### src/sv/lpd_pkg.sv
`default_nettype none

package lpd_pkg;

   localparam int unsigned MAX_PREFIX_BYTES = 12;
   localparam logic [4:0]  MAX_PREFIX_COUNT = 5'(MAX_PREFIX_BYTES);

   localparam int unsigned CSR_ADDR_WIDTH = 3;
   localparam logic        REG_PREFIX_FORMAT = 1'b0;

   localparam logic [3:0] FMT_U8        = 4'd0;
   localparam logic [3:0] FMT_U16_LE    = 4'd1;
   localparam logic [3:0] FMT_U24_LE    = 4'd2;
   localparam logic [3:0] FMT_U32_LE    = 4'd3;
   localparam logic [3:0] FMT_U16_BE    = 4'd4;
   localparam logic [3:0] FMT_U24_BE    = 4'd5;
   localparam logic [3:0] FMT_U32_BE    = 4'd6;
   localparam logic [3:0] FMT_VARINT_LE = 4'd7;
   localparam logic [3:0] FMT_VARINT_BE = 4'd8;

   localparam logic CMD_DATA = 1'b0;
   localparam logic CMD_END  = 1'b1;

   localparam logic [1:0] STATUS_OK            = 2'd0;
   localparam logic [1:0] STATUS_BAD_PREFIX    = 2'd1;
   localparam logic [1:0] STATUS_END_IN_PREFIX = 2'd2;
   localparam logic [1:0] STATUS_END_IN_BODY   = 2'd3;

   typedef enum logic [1:0] {
      PH_PREFIX = 2'd0,
      PH_BODY   = 2'd1,
      PH_ERROR  = 2'd2
   } phase_type;

   typedef struct packed {
      logic [7:0] payload_byte;
      logic       byte_valid;
      logic       record_end;
      logic [1:0] status;
   } rsp_word_type;

   typedef struct packed {
      logic main_valid;
      logic skid_valid;
   } buf_status_type;

endpackage

`default_nettype wire

### src/sv/lpd_req_if.sv
`default_nettype none

interface lpd_req_if ();
   logic       valid;
   logic       ready;
   logic       cmd;
   logic [7:0] data_byte;

   modport source (output valid, output cmd, output data_byte, input ready);
   modport sink   (input valid, input cmd, input data_byte, output ready);
endinterface

`default_nettype wire

### src/sv/lpd_rsp_if.sv
`default_nettype none

interface lpd_rsp_if ();
   logic       valid;
   logic       ready;
   logic [7:0] payload_byte;
   logic       byte_valid;
   logic       record_end;
   logic [1:0] status;

   modport source (output valid, output payload_byte, output byte_valid,
                   output record_end, output status, input ready);
   modport sink   (input valid, input payload_byte, input byte_valid,
                   input record_end, input status, output ready);
endinterface

`default_nettype wire

### src/sv/lpd_csr.sv
`default_nettype none

module lpd_csr import lpd_pkg::*; (
   input  wire logic                      clock,
   input  wire logic                      reset,
   input  wire logic                      csr_psel,
   input  wire logic                      csr_penable,
   input  wire logic                      csr_pwrite,
   input  wire logic [CSR_ADDR_WIDTH-1:0] csr_paddr,
   input  wire logic [31:0]               csr_pwdata,
   output logic [31:0]                    csr_prdata,
   output logic                           csr_pready,
   output logic [3:0]                     prefix_format
);

   logic [3:0] format_ff;
   logic [3:0] format_in;
   logic       reg_index;

   assign reg_index  = csr_paddr[CSR_ADDR_WIDTH-1];
   assign csr_pready = 1'b1;

   always_comb begin
      format_in = format_ff;
      if (csr_psel && csr_penable && csr_pwrite && (reg_index == REG_PREFIX_FORMAT)) begin
         format_in = csr_pwdata[3:0];
      end
   end

   always_ff @(posedge clock) begin
      if (reset) begin
         format_ff <= FMT_U8;
      end else begin
         format_ff <= format_in;
      end
   end

   assign csr_prdata    = (reg_index == REG_PREFIX_FORMAT) ? {28'd0, format_ff} : 32'd0;
   assign prefix_format = format_ff;

endmodule

`default_nettype wire

### src/sv/lpd_parse.sv
`default_nettype none

module lpd_parse import lpd_pkg::*; (
   input  wire logic   clock,
   input  wire logic   reset,
   input  wire logic   [3:0] prefix_format,
   input  wire logic   load,
   input  wire logic   load_cmd,
   input  wire logic   [7:0] load_byte,
   input  wire logic   advance,
   output logic        in_valid,
   output logic        res_valid,
   output rsp_word_type res_word
);

   logic       in_valid_ff, in_valid_in;
   logic       cmd_ff;
   logic [7:0] byte_ff;

   phase_type  phase_ff, phase_in;
   logic [3:0]  count_ff, count_in;
   logic [31:0] accum_ff, accum_in;
   logic [31:0] remain_ff, remain_in;

   logic        fire;
   logic        emit;
   logic [6:0]  grp;
   logic        last_group;
   logic        is_varint;
   logic [2:0]  fixed_len;
   logic        fixed_le;
   logic [3:0]  count_inc;
   logic [31:0] le_shifted;
   logic        le_err;
   logic [31:0] vint_accum;
   logic        vint_err;
   logic        too_long;
   logic [31:0] byte_shifted;
   logic [31:0] fixed_accum;
   logic [31:0] new_accum;
   logic        pre_data;
   logic        raise;
   logic        done;
   logic        len_zero;
   logic [31:0] remain_dec;
   logic        body_last;

   assign fire        = in_valid_ff && advance;
   assign in_valid_in = load || (in_valid_ff && !advance);
   assign in_valid    = in_valid_ff;

   always_ff @(posedge clock) begin
      if (reset) begin
         in_valid_ff <= 1'b0;
         phase_ff    <= PH_PREFIX;
         count_ff    <= 4'd0;
         accum_ff    <= 32'd0;
         remain_ff   <= 32'd0;
      end else begin
         in_valid_ff <= in_valid_in;
         phase_ff    <= phase_in;
         count_ff    <= count_in;
         accum_ff    <= accum_in;
         remain_ff   <= remain_in;
      end
   end

   always_ff @(posedge clock) begin
      if (load) begin
         cmd_ff  <= load_cmd;
         byte_ff <= load_byte;
      end
   end

   // Prefix datapath for the word held in the input register.
   always_comb begin
      grp        = byte_ff[6:0];
      last_group = !byte_ff[7];
      is_varint  = (prefix_format == FMT_VARINT_LE) || (prefix_format == FMT_VARINT_BE);
      count_inc  = count_ff + 4'd1;

      unique case (prefix_format)
         FMT_U16_LE, FMT_U16_BE: fixed_len = 3'd2;
         FMT_U24_LE, FMT_U24_BE: fixed_len = 3'd3;
         FMT_U32_LE, FMT_U32_BE: fixed_len = 3'd4;
         default:                fixed_len = 3'd1;
      endcase
      fixed_le = (prefix_format == FMT_U16_LE) || (prefix_format == FMT_U24_LE)
              || (prefix_format == FMT_U32_LE);

      le_err = 1'b0;
      unique case (count_ff)
         4'd0: le_shifted = {25'd0, grp};
         4'd1: le_shifted = {18'd0, grp, 7'd0};
         4'd2: le_shifted = {11'd0, grp, 14'd0};
         4'd3: le_shifted = {4'd0, grp, 21'd0};
         4'd4: begin
            le_shifted = {grp[3:0], 28'd0};
            le_err     = |grp[6:4];
         end
         default: begin
            le_shifted = 32'd0;
            le_err     = |grp;
         end
      endcase

      if (prefix_format == FMT_VARINT_LE) begin
         vint_accum = accum_ff | le_shifted;
         vint_err   = le_err;
      end else begin
         vint_accum = {accum_ff[24:0], grp};
         vint_err   = |accum_ff[31:25];
      end
      too_long = ({1'b0, count_ff} + 5'd1) >= MAX_PREFIX_COUNT;

      unique case (count_ff[1:0])
         2'd0: byte_shifted = {24'd0, byte_ff};
         2'd1: byte_shifted = {16'd0, byte_ff, 8'd0};
         2'd2: byte_shifted = {8'd0, byte_ff, 16'd0};
         default: byte_shifted = {byte_ff, 24'd0};
      endcase
      if (fixed_le) begin
         fixed_accum = (count_ff < 4'd4) ? (accum_ff | byte_shifted) : accum_ff;
      end else begin
         fixed_accum = {accum_ff[23:0], byte_ff};
      end

      new_accum  = is_varint ? vint_accum : fixed_accum;
      pre_data   = (phase_ff == PH_PREFIX) && (cmd_ff == CMD_DATA);
      raise      = pre_data && is_varint && (vint_err || (!last_group && too_long));
      done       = pre_data && !raise
                && (is_varint ? last_group : (count_inc >= {1'b0, fixed_len}));
      len_zero   = (new_accum == 32'd0);
      remain_dec = remain_ff - 32'd1;
      body_last  = (remain_dec == 32'd0);
   end

   always_comb begin
      phase_in  = phase_ff;
      count_in  = count_ff;
      accum_in  = accum_ff;
      remain_in = remain_ff;
      if (fire) begin
         unique case (phase_ff)
            PH_PREFIX: begin
               if (cmd_ff == CMD_DATA) begin
                  if (raise) begin
                     phase_in = PH_ERROR;
                     count_in = 4'd0;
                     accum_in = 32'd0;
                  end else if (done) begin
                     count_in = 4'd0;
                     accum_in = 32'd0;
                     if (!len_zero) begin
                        remain_in = new_accum;
                        phase_in  = PH_BODY;
                     end
                  end else begin
                     count_in = count_inc;
                     accum_in = new_accum;
                  end
               end
            end
            PH_BODY: begin
               if (cmd_ff == CMD_DATA) begin
                  remain_in = remain_dec;
                  if (body_last) begin
                     phase_in = PH_PREFIX;
                     count_in = 4'd0;
                     accum_in = 32'd0;
                  end
               end
            end
            default: begin
               phase_in = phase_ff;
            end
         endcase
      end
   end

   always_comb begin
      emit     = 1'b0;
      res_word = '0;
      unique case (phase_ff)
         PH_PREFIX: begin
            if (cmd_ff == CMD_END) begin
               emit            = 1'b1;
               res_word.status = (count_ff != 4'd0) ? STATUS_END_IN_PREFIX : STATUS_OK;
            end else if (raise) begin
               emit            = 1'b1;
               res_word.status = STATUS_BAD_PREFIX;
            end else if (done && len_zero) begin
               emit                = 1'b1;
               res_word.record_end = 1'b1;
            end
         end
         PH_BODY: begin
            emit = 1'b1;
            if (cmd_ff == CMD_END) begin
               res_word.status = STATUS_END_IN_BODY;
            end else begin
               res_word.payload_byte = byte_ff;
               res_word.byte_valid   = 1'b1;
               res_word.record_end   = body_last;
            end
         end
         default: begin
            emit            = 1'b1;
            res_word.status = STATUS_BAD_PREFIX;
         end
      endcase
   end

   assign res_valid = fire && emit;

endmodule

`default_nettype wire

### src/sv/lpd_out_buf.sv
`default_nettype none

module lpd_out_buf import lpd_pkg::*; (
   input  wire logic          clock,
   input  wire logic          reset,
   input  wire logic          push,
   input  wire rsp_word_type  push_word,
   output buf_status_type     buf_status,
   lpd_rsp_if.source          rsp_chan
);

   logic         main_valid_ff, main_valid_in;
   logic         skid_valid_ff, skid_valid_in;
   rsp_word_type main_ff, main_in;
   rsp_word_type skid_ff, skid_in;
   logic         pop;

   assign pop = main_valid_ff && rsp_chan.ready;

   always_comb begin
      main_valid_in = main_valid_ff;
      skid_valid_in = skid_valid_ff;
      main_in       = main_ff;
      skid_in       = skid_ff;
      if (skid_valid_ff) begin
         if (pop) begin
            main_in       = skid_ff;
            skid_valid_in = 1'b0;
         end
      end else if (push) begin
         if (!main_valid_ff || pop) begin
            main_in       = push_word;
            main_valid_in = 1'b1;
         end else begin
            skid_in       = push_word;
            skid_valid_in = 1'b1;
         end
      end else if (pop) begin
         main_valid_in = 1'b0;
      end
   end

   always_ff @(posedge clock) begin
      if (reset) begin
         main_valid_ff <= 1'b0;
         skid_valid_ff <= 1'b0;
      end else begin
         main_valid_ff <= main_valid_in;
         skid_valid_ff <= skid_valid_in;
      end
   end

   always_ff @(posedge clock) begin
      main_ff <= main_in;
      skid_ff <= skid_in;
   end

   assign rsp_chan.valid        = main_valid_ff;
   assign rsp_chan.payload_byte = main_ff.payload_byte;
   assign rsp_chan.byte_valid   = main_ff.byte_valid;
   assign rsp_chan.record_end   = main_ff.record_end;
   assign rsp_chan.status       = main_ff.status;

   assign buf_status.main_valid = main_valid_ff;
   assign buf_status.skid_valid = skid_valid_ff;

endmodule

`default_nettype wire

### src/sv/length_prefix_deframer.sv
// Channel     Direction  Payload                                          Handshake
// req_chan    in         cmd, data_byte                                   valid/ready
// rsp_chan    out        payload_byte, byte_valid, record_end, status     valid/ready
// csr_*       in/out     prefix_format at byte address 0                  APB, pready high
//
// A word is accepted every cycle unless the output buffer is full; its result, if any, is
// registered in the output buffer. The prefix and length update is combinational.
// Reset is synchronous and clears the phase, the prefix state and all valid flags.
// A two-entry output buffer absorbs one stalled result; input stalls only when it is full.
`default_nettype none

module length_prefix_deframer import lpd_pkg::*; (
   input  wire logic                      clock,
   input  wire logic                      reset,
   lpd_req_if.sink                        req_chan,
   lpd_rsp_if.source                      rsp_chan,
   input  wire logic                      csr_psel,
   input  wire logic                      csr_penable,
   input  wire logic                      csr_pwrite,
   input  wire logic [CSR_ADDR_WIDTH-1:0] csr_paddr,
   input  wire logic [31:0]               csr_pwdata,
   output logic [31:0]                    csr_prdata,
   output logic                           csr_pready
);

   logic           [3:0] prefix_format;
   logic           in_valid;
   logic           advance;
   logic           accept;
   logic           res_valid;
   rsp_word_type   res_word;
   buf_status_type buf_status;

   assign advance        = !buf_status.skid_valid;
   assign req_chan.ready = !in_valid || advance;
   assign accept         = req_chan.valid && req_chan.ready;

   lpd_csr u_csr (
      .clock         (clock),
      .reset         (reset),
      .csr_psel      (csr_psel),
      .csr_penable   (csr_penable),
      .csr_pwrite    (csr_pwrite),
      .csr_paddr     (csr_paddr),
      .csr_pwdata    (csr_pwdata),
      .csr_prdata    (csr_prdata),
      .csr_pready    (csr_pready),
      .prefix_format (prefix_format)
   );

   lpd_parse u_parse (
      .clock         (clock),
      .reset         (reset),
      .prefix_format (prefix_format),
      .load          (accept),
      .load_cmd      (req_chan.cmd),
      .load_byte     (req_chan.data_byte),
      .advance       (advance),
      .in_valid      (in_valid),
      .res_valid     (res_valid),
      .res_word      (res_word)
   );

   lpd_out_buf u_out_buf (
      .clock      (clock),
      .reset      (reset),
      .push       (res_valid),
      .push_word  (res_word),
      .buf_status (buf_status),
      .rsp_chan   (rsp_chan)
   );

   a_skid_needs_main : assert property (@(posedge clock) disable iff (reset)
      buf_status.skid_valid |-> buf_status.main_valid)
      else $error("skid entry held while output register is empty");

   a_stalled_word_kept : assert property (@(posedge clock) disable iff (reset)
      (in_valid && buf_status.skid_valid) |=> in_valid)
      else $error("input word lost while output buffer was full");

   a_payload_status_ok : assert property (@(posedge clock) disable iff (reset)
      (rsp_chan.valid && rsp_chan.byte_valid) |-> (rsp_chan.status == STATUS_OK))
      else $error("payload word carries an error status");

   a_marker_status_ok : assert property (@(posedge clock) disable iff (reset)
      (rsp_chan.valid && rsp_chan.record_end) |-> (rsp_chan.status == STATUS_OK))
      else $error("record end carries an error status");

endmodule

`default_nettype wire
### src/flat_wrapper.sv
// flat-port wrapper written by rule: the top's interface ports become plain ports
module length_prefix_deframer_flat import lpd_pkg::*;
  (clock, reset, csr_psel, csr_penable, csr_pwrite, csr_paddr, csr_pwdata, csr_prdata, csr_pready, req_chan_valid, req_chan_cmd, req_chan_data_byte, req_chan_ready, rsp_chan_valid, rsp_chan_payload_byte, rsp_chan_byte_valid, rsp_chan_record_end, rsp_chan_status, rsp_chan_ready);
  lpd_req_if req_chan_i ();
  lpd_rsp_if rsp_chan_i ();
  input  wire logic clock;
  input  wire logic reset;
  input  wire logic csr_psel;
  input  wire logic csr_penable;
  input  wire logic csr_pwrite;
  input  wire logic [CSR_ADDR_WIDTH-1:0] csr_paddr;
  input  wire logic [31:0] csr_pwdata;
  output logic [31:0] csr_prdata;
  output logic csr_pready;
  input wire logic [$bits(req_chan_i.valid)-1:0] req_chan_valid;
  input wire logic [$bits(req_chan_i.cmd)-1:0] req_chan_cmd;
  input wire logic [$bits(req_chan_i.data_byte)-1:0] req_chan_data_byte;
  output wire logic [$bits(req_chan_i.ready)-1:0] req_chan_ready;
  output wire logic [$bits(rsp_chan_i.valid)-1:0] rsp_chan_valid;
  output wire logic [$bits(rsp_chan_i.payload_byte)-1:0] rsp_chan_payload_byte;
  output wire logic [$bits(rsp_chan_i.byte_valid)-1:0] rsp_chan_byte_valid;
  output wire logic [$bits(rsp_chan_i.record_end)-1:0] rsp_chan_record_end;
  output wire logic [$bits(rsp_chan_i.status)-1:0] rsp_chan_status;
  input wire logic [$bits(rsp_chan_i.ready)-1:0] rsp_chan_ready;
  assign req_chan_i.valid = req_chan_valid;
  assign req_chan_i.cmd = req_chan_cmd;
  assign req_chan_i.data_byte = req_chan_data_byte;
  assign req_chan_ready = req_chan_i.ready;
  assign rsp_chan_valid = rsp_chan_i.valid;
  assign rsp_chan_payload_byte = rsp_chan_i.payload_byte;
  assign rsp_chan_byte_valid = rsp_chan_i.byte_valid;
  assign rsp_chan_record_end = rsp_chan_i.record_end;
  assign rsp_chan_status = rsp_chan_i.status;
  assign rsp_chan_i.ready = rsp_chan_ready;
  length_prefix_deframer u_core (.clock(clock), .reset(reset), .req_chan(req_chan_i), .rsp_chan(rsp_chan_i), .csr_psel(csr_psel), .csr_penable(csr_penable), .csr_pwrite(csr_pwrite), .csr_paddr(csr_paddr), .csr_pwdata(csr_pwdata), .csr_prdata(csr_prdata), .csr_pready(csr_pready));
endmodule
### config.mk
export PLATFORM = sky130hd
export DESIGN_NAME = length_prefix_deframer_flat
export DESIGN_NICKNAME = d
export VERILOG_FILES = /design/src/sv/lpd_pkg.sv /design/src/sv/lpd_req_if.sv /design/src/sv/lpd_rsp_if.sv /design/src/sv/lpd_csr.sv /design/src/sv/lpd_parse.sv /design/src/sv/lpd_out_buf.sv /design/src/sv/length_prefix_deframer.sv /design/src/flat_wrapper.sv
export SDC_FILE = /design/constraint.sdc
export NUM_CORES = 1
export LEC_CHECK = 0
export BUFFER_PORTS_ARGS = -buffer_cell sky130_fd_sc_hd__buf_2
export CAP_MARGIN = 20
export CORE_MARGIN = 2
export CORE_UTILIZATION = 30
export CTS_CLUSTER_SIZE = 14
export DETAILED_ROUTE_END_ITERATION = 16
export GPL_ROUTABILITY_DRIVEN = 0
export PLACE_DENSITY = 0.43
export SLEW_MARGIN = 10
export SYNTH_ARGS = -nofsm -noshare
export SYNTH_HDL_FRONTEND = slang
export SYNTH_HIERARCHICAL = 1
export SYNTH_SLANG_ARGS = --single-unit
### constraint.sdc
create_clock -name clock -period 10.5 [get_ports clock]
set_input_delay 2.1 -clock clock [delete_from_list [all_inputs] [get_ports clock]]
set_output_delay 2.1 -clock clock [all_outputs]
set_load 0.05 [all_outputs]
==> results, run 1 <==
- The maximum VDD drop is 0.0778 mV.
- The final layout contains 1029 nets.
- The worst flop-to-flop path endpoint is u_core/u_out_buf/skid_ff[1]$_DFFE_PP_.
- The number of hold-repair buffers added at the cts stage is 0.
- Measured along the y axis, the die boundary spans 168 µm.
- Internal power comes to 0.673 mW.
- In the routed layout, each cell is associated on average with a via count of 5.86.
- The worst setup path is of the reg -> reg kind.
- The data required time of the worst path is 10520 ps.
- From left edge to right edge, the die measures 168 µm.
- The number of resized instances in the post-cts repair step is 0.
- In this run the static leakage power is 3.01 nW.
- Leaving out fill and tap cells, the most frequent cell in the layout is sky130_fd_sc_hd__nand2_1.
- The worst min-delay path class is reg -> reg.
- The shortest period the worst path allows is 5030 ps.
- The power density of the placed cells is 119 nW/µm².
- Along the worst path, the maximum fanout reaches 49.
- The CTS tree is built.
- Across all register-to-register paths, the minimum setup slack is 5470 ps.
- Counting the buffers created by CTS gives 9.
- The final count of pins violating max slew is 0.
- For this run, design rule violations remaining after detail routing come to 0.
- The critical path's largest stage delay is 890 ps.
- The post-route clock skew is 15.0 ps.
- The DRC marker count from the first detailed-route iteration is 714.
- Wires add up to 28900 µm.
- The via count of the first global-routing pass is 6986.
- The worst setup path is captured at a flip-flop.
- In this run the power spent charging and discharging nets is 0.352 mW.
- In this run the cell area of the synthesized design comes to 8070 µm².
- The fraction of final layout cells sized beyond drive strength 1 is 12.6%.
- Detailed placement finished with a half-perimeter wire length of 19200 µm.
- In the final timing run, aggregate negative setup slack is 0 ps.
- The die covers 28200 µm².
- Sequential cells burn 45.0% of the power.
- The initial antenna violation count was 0.
- Data arrives at the worst endpoint at 5050 ps.
- 0 antenna diodes ended up in the layout.
- In this run the critical register-to-register path is launched from u_core/u_csr/prefix_format[3]$_SDFFE_PP0P_.
- The via count is 7695.
- Post-CTS timing repair inserted 0 buffers for setup.
- Setup repair after global routing left no endpoint under its margin.
- After global routing the overflow that remains totals 0.
- The total global-route track usage is 20.1%.
- The placement row count is 60.
- Setup violations remaining at the end of the flow were counted as 0.
- The destination of the worst hold path is u_core/u_parse/accum_ff[27]$_SDFFE_PP0P_.
- The library cells used most frequently in the layout, excluding fill and tap cells, are sky130_fd_sc_hd__nand2_1, sky130_fd_sc_hd__a21oi_1, sky130_fd_sc_hd__dfxtp_1.
- The critical path starts at u_core/u_csr/prefix_format[3]$_SDFFE_PP0P_.
- The signed area change from the synthesized netlist to the final layout is 6.63%.
- The number of cells on the worst hold path is 2.
- At the pin with the least slew margin, the transition time is 1140 ps.
- The tool flagged a number of max-cap violations equal to 0.
- The most prevalent standard cell on the critical path is sky130_fd_sc_hd__nand2_1.
- The core region is 26700 µm².
- Entering global routing, the biggest net connects 78 pins.
- Clock-pin slew was measured on the worst setup and hold paths at 80 ps.
- Once detail routing completed, the nets flagged for antenna violations numbered 0.
- The cell family contributing the most delay on the critical path is simple AND/OR/NAND/NOR gates.
- The number of input and output port buffers inserted is 38.
- Of the available clock period, the critical path in the final layout requires 47.9%.
- The first global-routing pass estimated 44200 µm of wire.
- The combinational power share is 20.9%.
- The clock share of power is 34.2%.
- The cell with the biggest individual delay on the critical path is sky130_fd_sc_hd__or4b_1.
- The power consumption is 1.03 mW.
- The number of hold violations in the final report is 0.
- Counting both buffers and inverters, the worst setup path holds a total of 1.
- The number of warning messages in the yosys log is 6.
- Net switching is 34.4% of the power.
- The boundary pin count is 98.
- STA classifies the critical path startpoint as a flip-flop.
- Synthesis produced 986 cells.
- The length in cells of the worst reg-to-reg path is 10.
- The average size of a mapped cell is 8.19 µm².
- The CTS sink count is 110.
- The clock latency reported for the late side of the worst-skew pair is 370 ps.
- The H-tree was split into 3 levels.
- Based on the critical path, the design can be clocked at up to 199 MHz.
- For this run, the detailed router's first-pass iteration total came to 6.
- Headroom to the max-slew limit came out at 23.7%.
- No sink is reached through more buffers than the 2 on the longest clock path.
- The initial utilization of the core area, before any placement, comes to 30.3%.
- Walking the worst path, the cells encountered are buf_4 > or4b_1 > nand2_1 > o311ai_1 > nor4_1 > nand4_1 > nor2_1 > nand2_1 > a31oi_1 > and4bb_2.
- The routed length per instance is 22.0 µm.
- The run finished with clean final reports.
- The startpoint of the most critical hold path is u_core/u_parse/accum_ff[27]$_SDFFE_PP0P_.
- The clock tree root driver cell is sky130_fd_sc_hd__clkbuf_16.
[worst max-delay path by stage]
stage	end	slack [ps]	cells after the start
floorplan	csr_prdata[0]	5950	1
global placement	u_core/u_out_buf/skid_ff[7]$_DFFE_PP_	5490	10
detailed placement	u_core/u_out_buf/skid_ff[6]$_DFFE_PP_	5520	10
CTS	u_core/u_out_buf/skid_ff[11]$_DFFE_PP_	5490	10
global route	u_core/u_out_buf/skid_ff[8]$_DFFE_PP_	5270	10
finish	u_core/u_out_buf/skid_ff[1]$_DFFE_PP_	5470	10
[registers in the layout (all words and copies together) (netlist names)]
signal / flops
u_core/u_parse/cmd_ff: 1
u_core/u_out_buf/rsp_chan.valid: 1
u_core/u_parse/count_ff: 4
u_core/u_out_buf/rsp_chan.byte_valid: 1
u_core/u_out_buf/skid_valid_ff: 1
u_core/u_out_buf/rsp_chan.payload_byte: 8
u_core/u_parse/in_valid: 1
u_core/u_out_buf/skid_ff: 12
u_core/u_csr/prefix_format: 4
u_core/u_parse/phase_ff: 2
u_core/u_parse/remain_ff: 32
u_core/u_parse/byte_ff: 8
u_core/u_out_buf/rsp_chan.status: 2
u_core/u_parse/accum_ff: 32
u_core/u_out_buf/rsp_chan.record_end: 1
[layer usage]
| metal | wire length, µm | up-vias | GRT usage [%] | part of all wire [%] |
|---|---|---|---|---|
| met3 | 1610 | 38 | 3.01 | 5.6 |
| li1 | - | 3644 | - | - |
| met4 | 640 | 0 | 5.52 | 2.2 |
| met2 | 13000 | 284 | 30.7 | 45 |
| met1 | 13700 | 3729 | 29.5 | 47 |
| met5 | 0 | - | 0 | 0 |
[cell type report]
cell class	count	area, µm²
clock inverter	6	53.8
multi-input combinational	765	4930
fill	2813	18000
inverter	22	82.6
sequential	110	2530
timing repair buffer	60	353
tap	341	427
clock buffer	10	229
[tightest hold or removal path, delay by kind of cell, from the launching register on]
family	cells	cell delay [ps]
flops	1	340
compound gates	1	50
simple gates	1	60
[power groups by stage]
| stage | clock (mW) | combinational (mW) | sequential (mW) |
|---|---|---|---|
| finish | 0.350 | 0.214 | 0.461 |
| global route | 0.374 | 0.231 | 0.462 |
| CTS | 0.364 | 0.211 | 0.460 |
| detailed placement | 0 | 0.210 | 0.470 |
| global placement | 0 | 0.212 | 0.471 |
| floorplan | 0 | 0.162 | 0.467 |
[per-stage QoR]
step / std cells / utilization, % / setup slack, ps / hold slack [ps] / cell area [µm²]
after floorplan: 1013 / - / 5950 / 451 / 8170
after global placement: 1297 / 31.2 / 5490 / 478 / 8320
after detailed placement: 1297 / 31.2 / 5520 / 479 / 8320
after CTS: 1313 / 32.3 / 5490 / 495 / 8600
after global routing: 1314 / 32.3 / 5270 / 511 / 8610
final: 1314 / 32.3 / 5470 / 495 / 8610
No activity file was read; power rests on OpenSTA's default activity.
==> run 2: changes to the inputs <==
--- a/config.mk
+++ b/config.mk
@@ -5,6 +5,7 @@
 export SDC_FILE = /design/constraint.sdc
 export NUM_CORES = 1
 export LEC_CHECK = 0
+export ABC_AREA = 1
 export BUFFER_PORTS_ARGS = -buffer_cell sky130_fd_sc_hd__buf_2
 export CAP_MARGIN = 20
 export CORE_MARGIN = 2
@@ -12,7 +13,7 @@
 export CTS_CLUSTER_SIZE = 14
 export DETAILED_ROUTE_END_ITERATION = 16
 export GPL_ROUTABILITY_DRIVEN = 0
-export PLACE_DENSITY = 0.43
+export PLACE_DENSITY = 0.44
 export SLEW_MARGIN = 10
 export SYNTH_ARGS = -nofsm -noshare
 export SYNTH_HDL_FRONTEND = slang
==> constraint.sdc (replaced) <==
create_clock -name clock -period 4.6 [get_ports clock]
set_input_delay 0.92 -clock clock [delete_from_list [all_inputs] [get_ports clock]]
set_output_delay 0.92 -clock clock [all_outputs]
set_load 0.05 [all_outputs]
==> run 2 against run 1 <==
  * Combinational power grew to 4.2 times the previous value
  * Sequential share of layout area shrank 1.9 points
  * Final area rose by 7.1%
  * Cell count increased by 40%
  * Clock-buffer cell count shrank 1
  * Critical endpoint is now u_core/u_out_buf/skid_ff[9]$_DFFE_PP_
  * Largest cell class unchanged
  * Largest power group unchanged
==> results, run 2 <==
- TritonCTS built the clock tree.
- The x dimension of the die is 173 µm.
- For this block, the routed nets add up to 29300 µm of wire.
- The initial antenna violation count is 0.
- The number of DRC violations after detailed routing is 0.
- The data required time of the worst path is 4670 ps.
- The final count of pins violating max slew came to 0.
- Detailed placement ended at an HPWL of 20900 µm.
- Setup repair after global routing left no endpoint under its margin.
- The number of levels in the clock H-tree is 3.
- The first TritonRoute pass finished after 6 iterations.
- The flow ran to the end, and the final reports show no timing, DRC or antenna violations.
- The die footprint is 29900 µm².
- The number of hold violations in the final report was 0.
- The power density of the placed cells is 306 nW/µm².
- The CTS sink count is 110.
- The cell count after synthesis came out at 1459.
- Setup violations remaining at the end of the flow were counted as 0.
- The clock reaches the later pin of the worst-skew pair after 370 ps.
- The standard cell core area is 27900 µm².
- The die extent in y is 173 µm.
- The top cell types in the final layout, fill and taps aside, are sky130_fd_sc_hd__nand2_1, sky130_fd_sc_hd__nor2_1, sky130_fd_sc_hd__inv_1.
- The via count of the first global-routing pass came to 8282.
- The path class of the tightest hold or removal check is reg -> reg.
- The average size of a mapped cell is 5.86 µm².
- The analysis attributes to cell leakage a power of 4.51 nW.
- The net total in the final layout is 1522.
- The number of setup buffers added after CTS is 0.
- The placed cell area is 8910 µm².
- The worst hold path was traced through 2 stages.
- The worst slew margin relative to its limit is 36.4%.
- STA classifies the critical path endpoint as a flip-flop.
- The clock tree root driver cell is sky130_fd_sc_hd__clkbuf_16.
- For this run, the number of Yosys warnings is 6.
- The wire length of the first global-routing pass is 46800 µm.
- Dividing the final minimum period by the clock period gives 80.5%.
- The fraction of final layout cells sized beyond drive strength 1 is 7.03%.
- Summed over all failing endpoints, the final setup total negative slack is 0 ps.
- The shortest period the worst path allows is 3700 ps.
- For this configuration, the core starts out at a cell density of 30.6%.
- Entering global routing, the biggest net connects 57 pins.
- The diode insertion count for antenna repair is 0.
- Max-cap violations in this run came to 0.
- The power consumption is 2.82 mW.
- The setup path with the least slack is of type reg -> reg.
- The post-route clock skew is 10.6 ps.
- The count of antenna-violating nets left after detailed routing is 0.
- Measured in cells, the most critical reg-to-reg path has a length of 16.
- The highest clock frequency the design can meet is 270 MHz.
- The vias per cell is 4.74.
- The floorplan has 61 rows.
- The number of clock buffers added by TritonCTS is 9.
- The number of resized instances in the post-cts repair step is 0.
- Port buffering added 38 buffers.
- The total congestion overflow is 0.
- The maximum VDD drop is 0.178 mV.
- The buffer depth of the longest clock path is 2.
- The register clock-pin slew on the reported worst setup and hold paths is 90 ps.
- From synthesis to final layout, the design area changed by 7.85%.
- Dividing the detail-routed wire length by the instance count gives 15.9 µm.
- In the final layout, the registers with the most flip-flops are u_core/u_parse/accum_ff x32, u_core/u_parse/remain_ff x32, u_core/u_out_buf/skid_ff x12.
- Counting the fill cells in the layout gives 3227.
- The total global-route track usage is 19.9%.
- The register area is 2530 µm².
- The DRC marker count from the first detailed-route iteration is 628.
- With fillers left out, the area of the finished cells amounts to 9220 µm².
- The via count is 8739.
- The maximum fanout along the worst path is 29.
- The mapped cell area is 8550 µm².
- Summing all multi-input logic gate instances after layout gives 5000 µm².
- The kind of start point of the critical path is a flip-flop.
- For this design, the CTS-stage hold fixing added 0 buffers.
- For the pin with the worst max-slew slack, the measured transition is 953 ps.
- For the worst setup path, the data arrival time is 3770 ps.
- The most frequent standard cell in the layout excluding fill and tap cells is sky130_fd_sc_hd__nand2_1.
- The boundary pin count is 98.
[run 2: per-stage QoR]
step | std cells | worst slack [ps] | util [%] | hold slack, ps
after floorplan | 1486 | 1120 | - | 451
after global placement | 1828 | 881 | 31.9 | 466
after detailed placement | 1828 | 908 | 31.9 | 470
after CTS | 1844 | 875 | 33.0 | 483
after global routing | 1844 | 487 | 33.0 | 505
final | 1844 | 899 | 33.0 | 481
[run 2: power breakdown]
group          internal (mW)  total, mW  switching, mW
Clock                  0.389      0.841          0.452
Sequential              1.04       1.09         0.0497
Combinational          0.249      0.896          0.647
[run 2: final cells by class]
cell class              instances  area share [%]
clock buffers                   9            2.44
clock inverters                 7           0.855
inverters                     153            6.23
multi-input cells            1130            54.2
flip-flops and latches        110            27.5
well taps                     378            5.13
repair buffers                 57            3.61
[run 2: layer usage]
layer / share of wire [%] / GRT usage (%) / vias up
met4: 2.4 / 6.36 / 0
met5: 0 / 0 / -
li1: - / - / 4513
met1: 49 / 27.7 / 3982
met2: 45 / 32.2 / 203
met3: 3.7 / 2.00 / 41
[run 2: worst max-delay path, stage by stage (launching register included)]
cell and delay [ps]:
sky130_fd_sc_hd__dfxtp_1 470, sky130_fd_sc_hd__inv_2 110, sky130_fd_sc_hd__nor2_2 190, sky130_fd_sc_hd__nand2_2 230
sky130_fd_sc_hd__nand2_2 590, sky130_fd_sc_hd__nand3_1 130, sky130_fd_sc_hd__and2_1 210, sky130_fd_sc_hd__nor2_1 150
sky130_fd_sc_hd__nand2_1 70, sky130_fd_sc_hd__nor2_1 110, sky130_fd_sc_hd__nand2_1 160, sky130_fd_sc_hd__nor2_4 170
sky130_fd_sc_hd__nand2_1 90, sky130_fd_sc_hd__a31oi_1 180, sky130_fd_sc_hd__inv_1 100, sky130_fd_sc_hd__nor3_1 190
sky130_fd_sc_hd__buf_4 240
[run 2: worst paths after layout]
| kind | start | endpoint | slack, ps |
|---|---|---|---|
| setup reg to reg | u_core/u_csr/prefix_format[3]$_SDFFE_PP0P_ | u_core/u_out_buf/skid_ff[9]$_DFFE_PP_ | 900 |
| hold reg to reg | u_core/u_parse/remain_ff[31]$_SDFFE_PP0P_ | u_core/u_parse/remain_ff[31]$_SDFFE_PP0P_ | 480 |
| setup / recovery | u_core/u_csr/prefix_format[3]$_SDFFE_PP0P_ | u_core/u_out_buf/skid_ff[9]$_DFFE_PP_ | 900 |
| hold / removal | u_core/u_parse/remain_ff[31]$_SDFFE_PP0P_ | u_core/u_parse/remain_ff[31]$_SDFFE_PP0P_ | 480 |
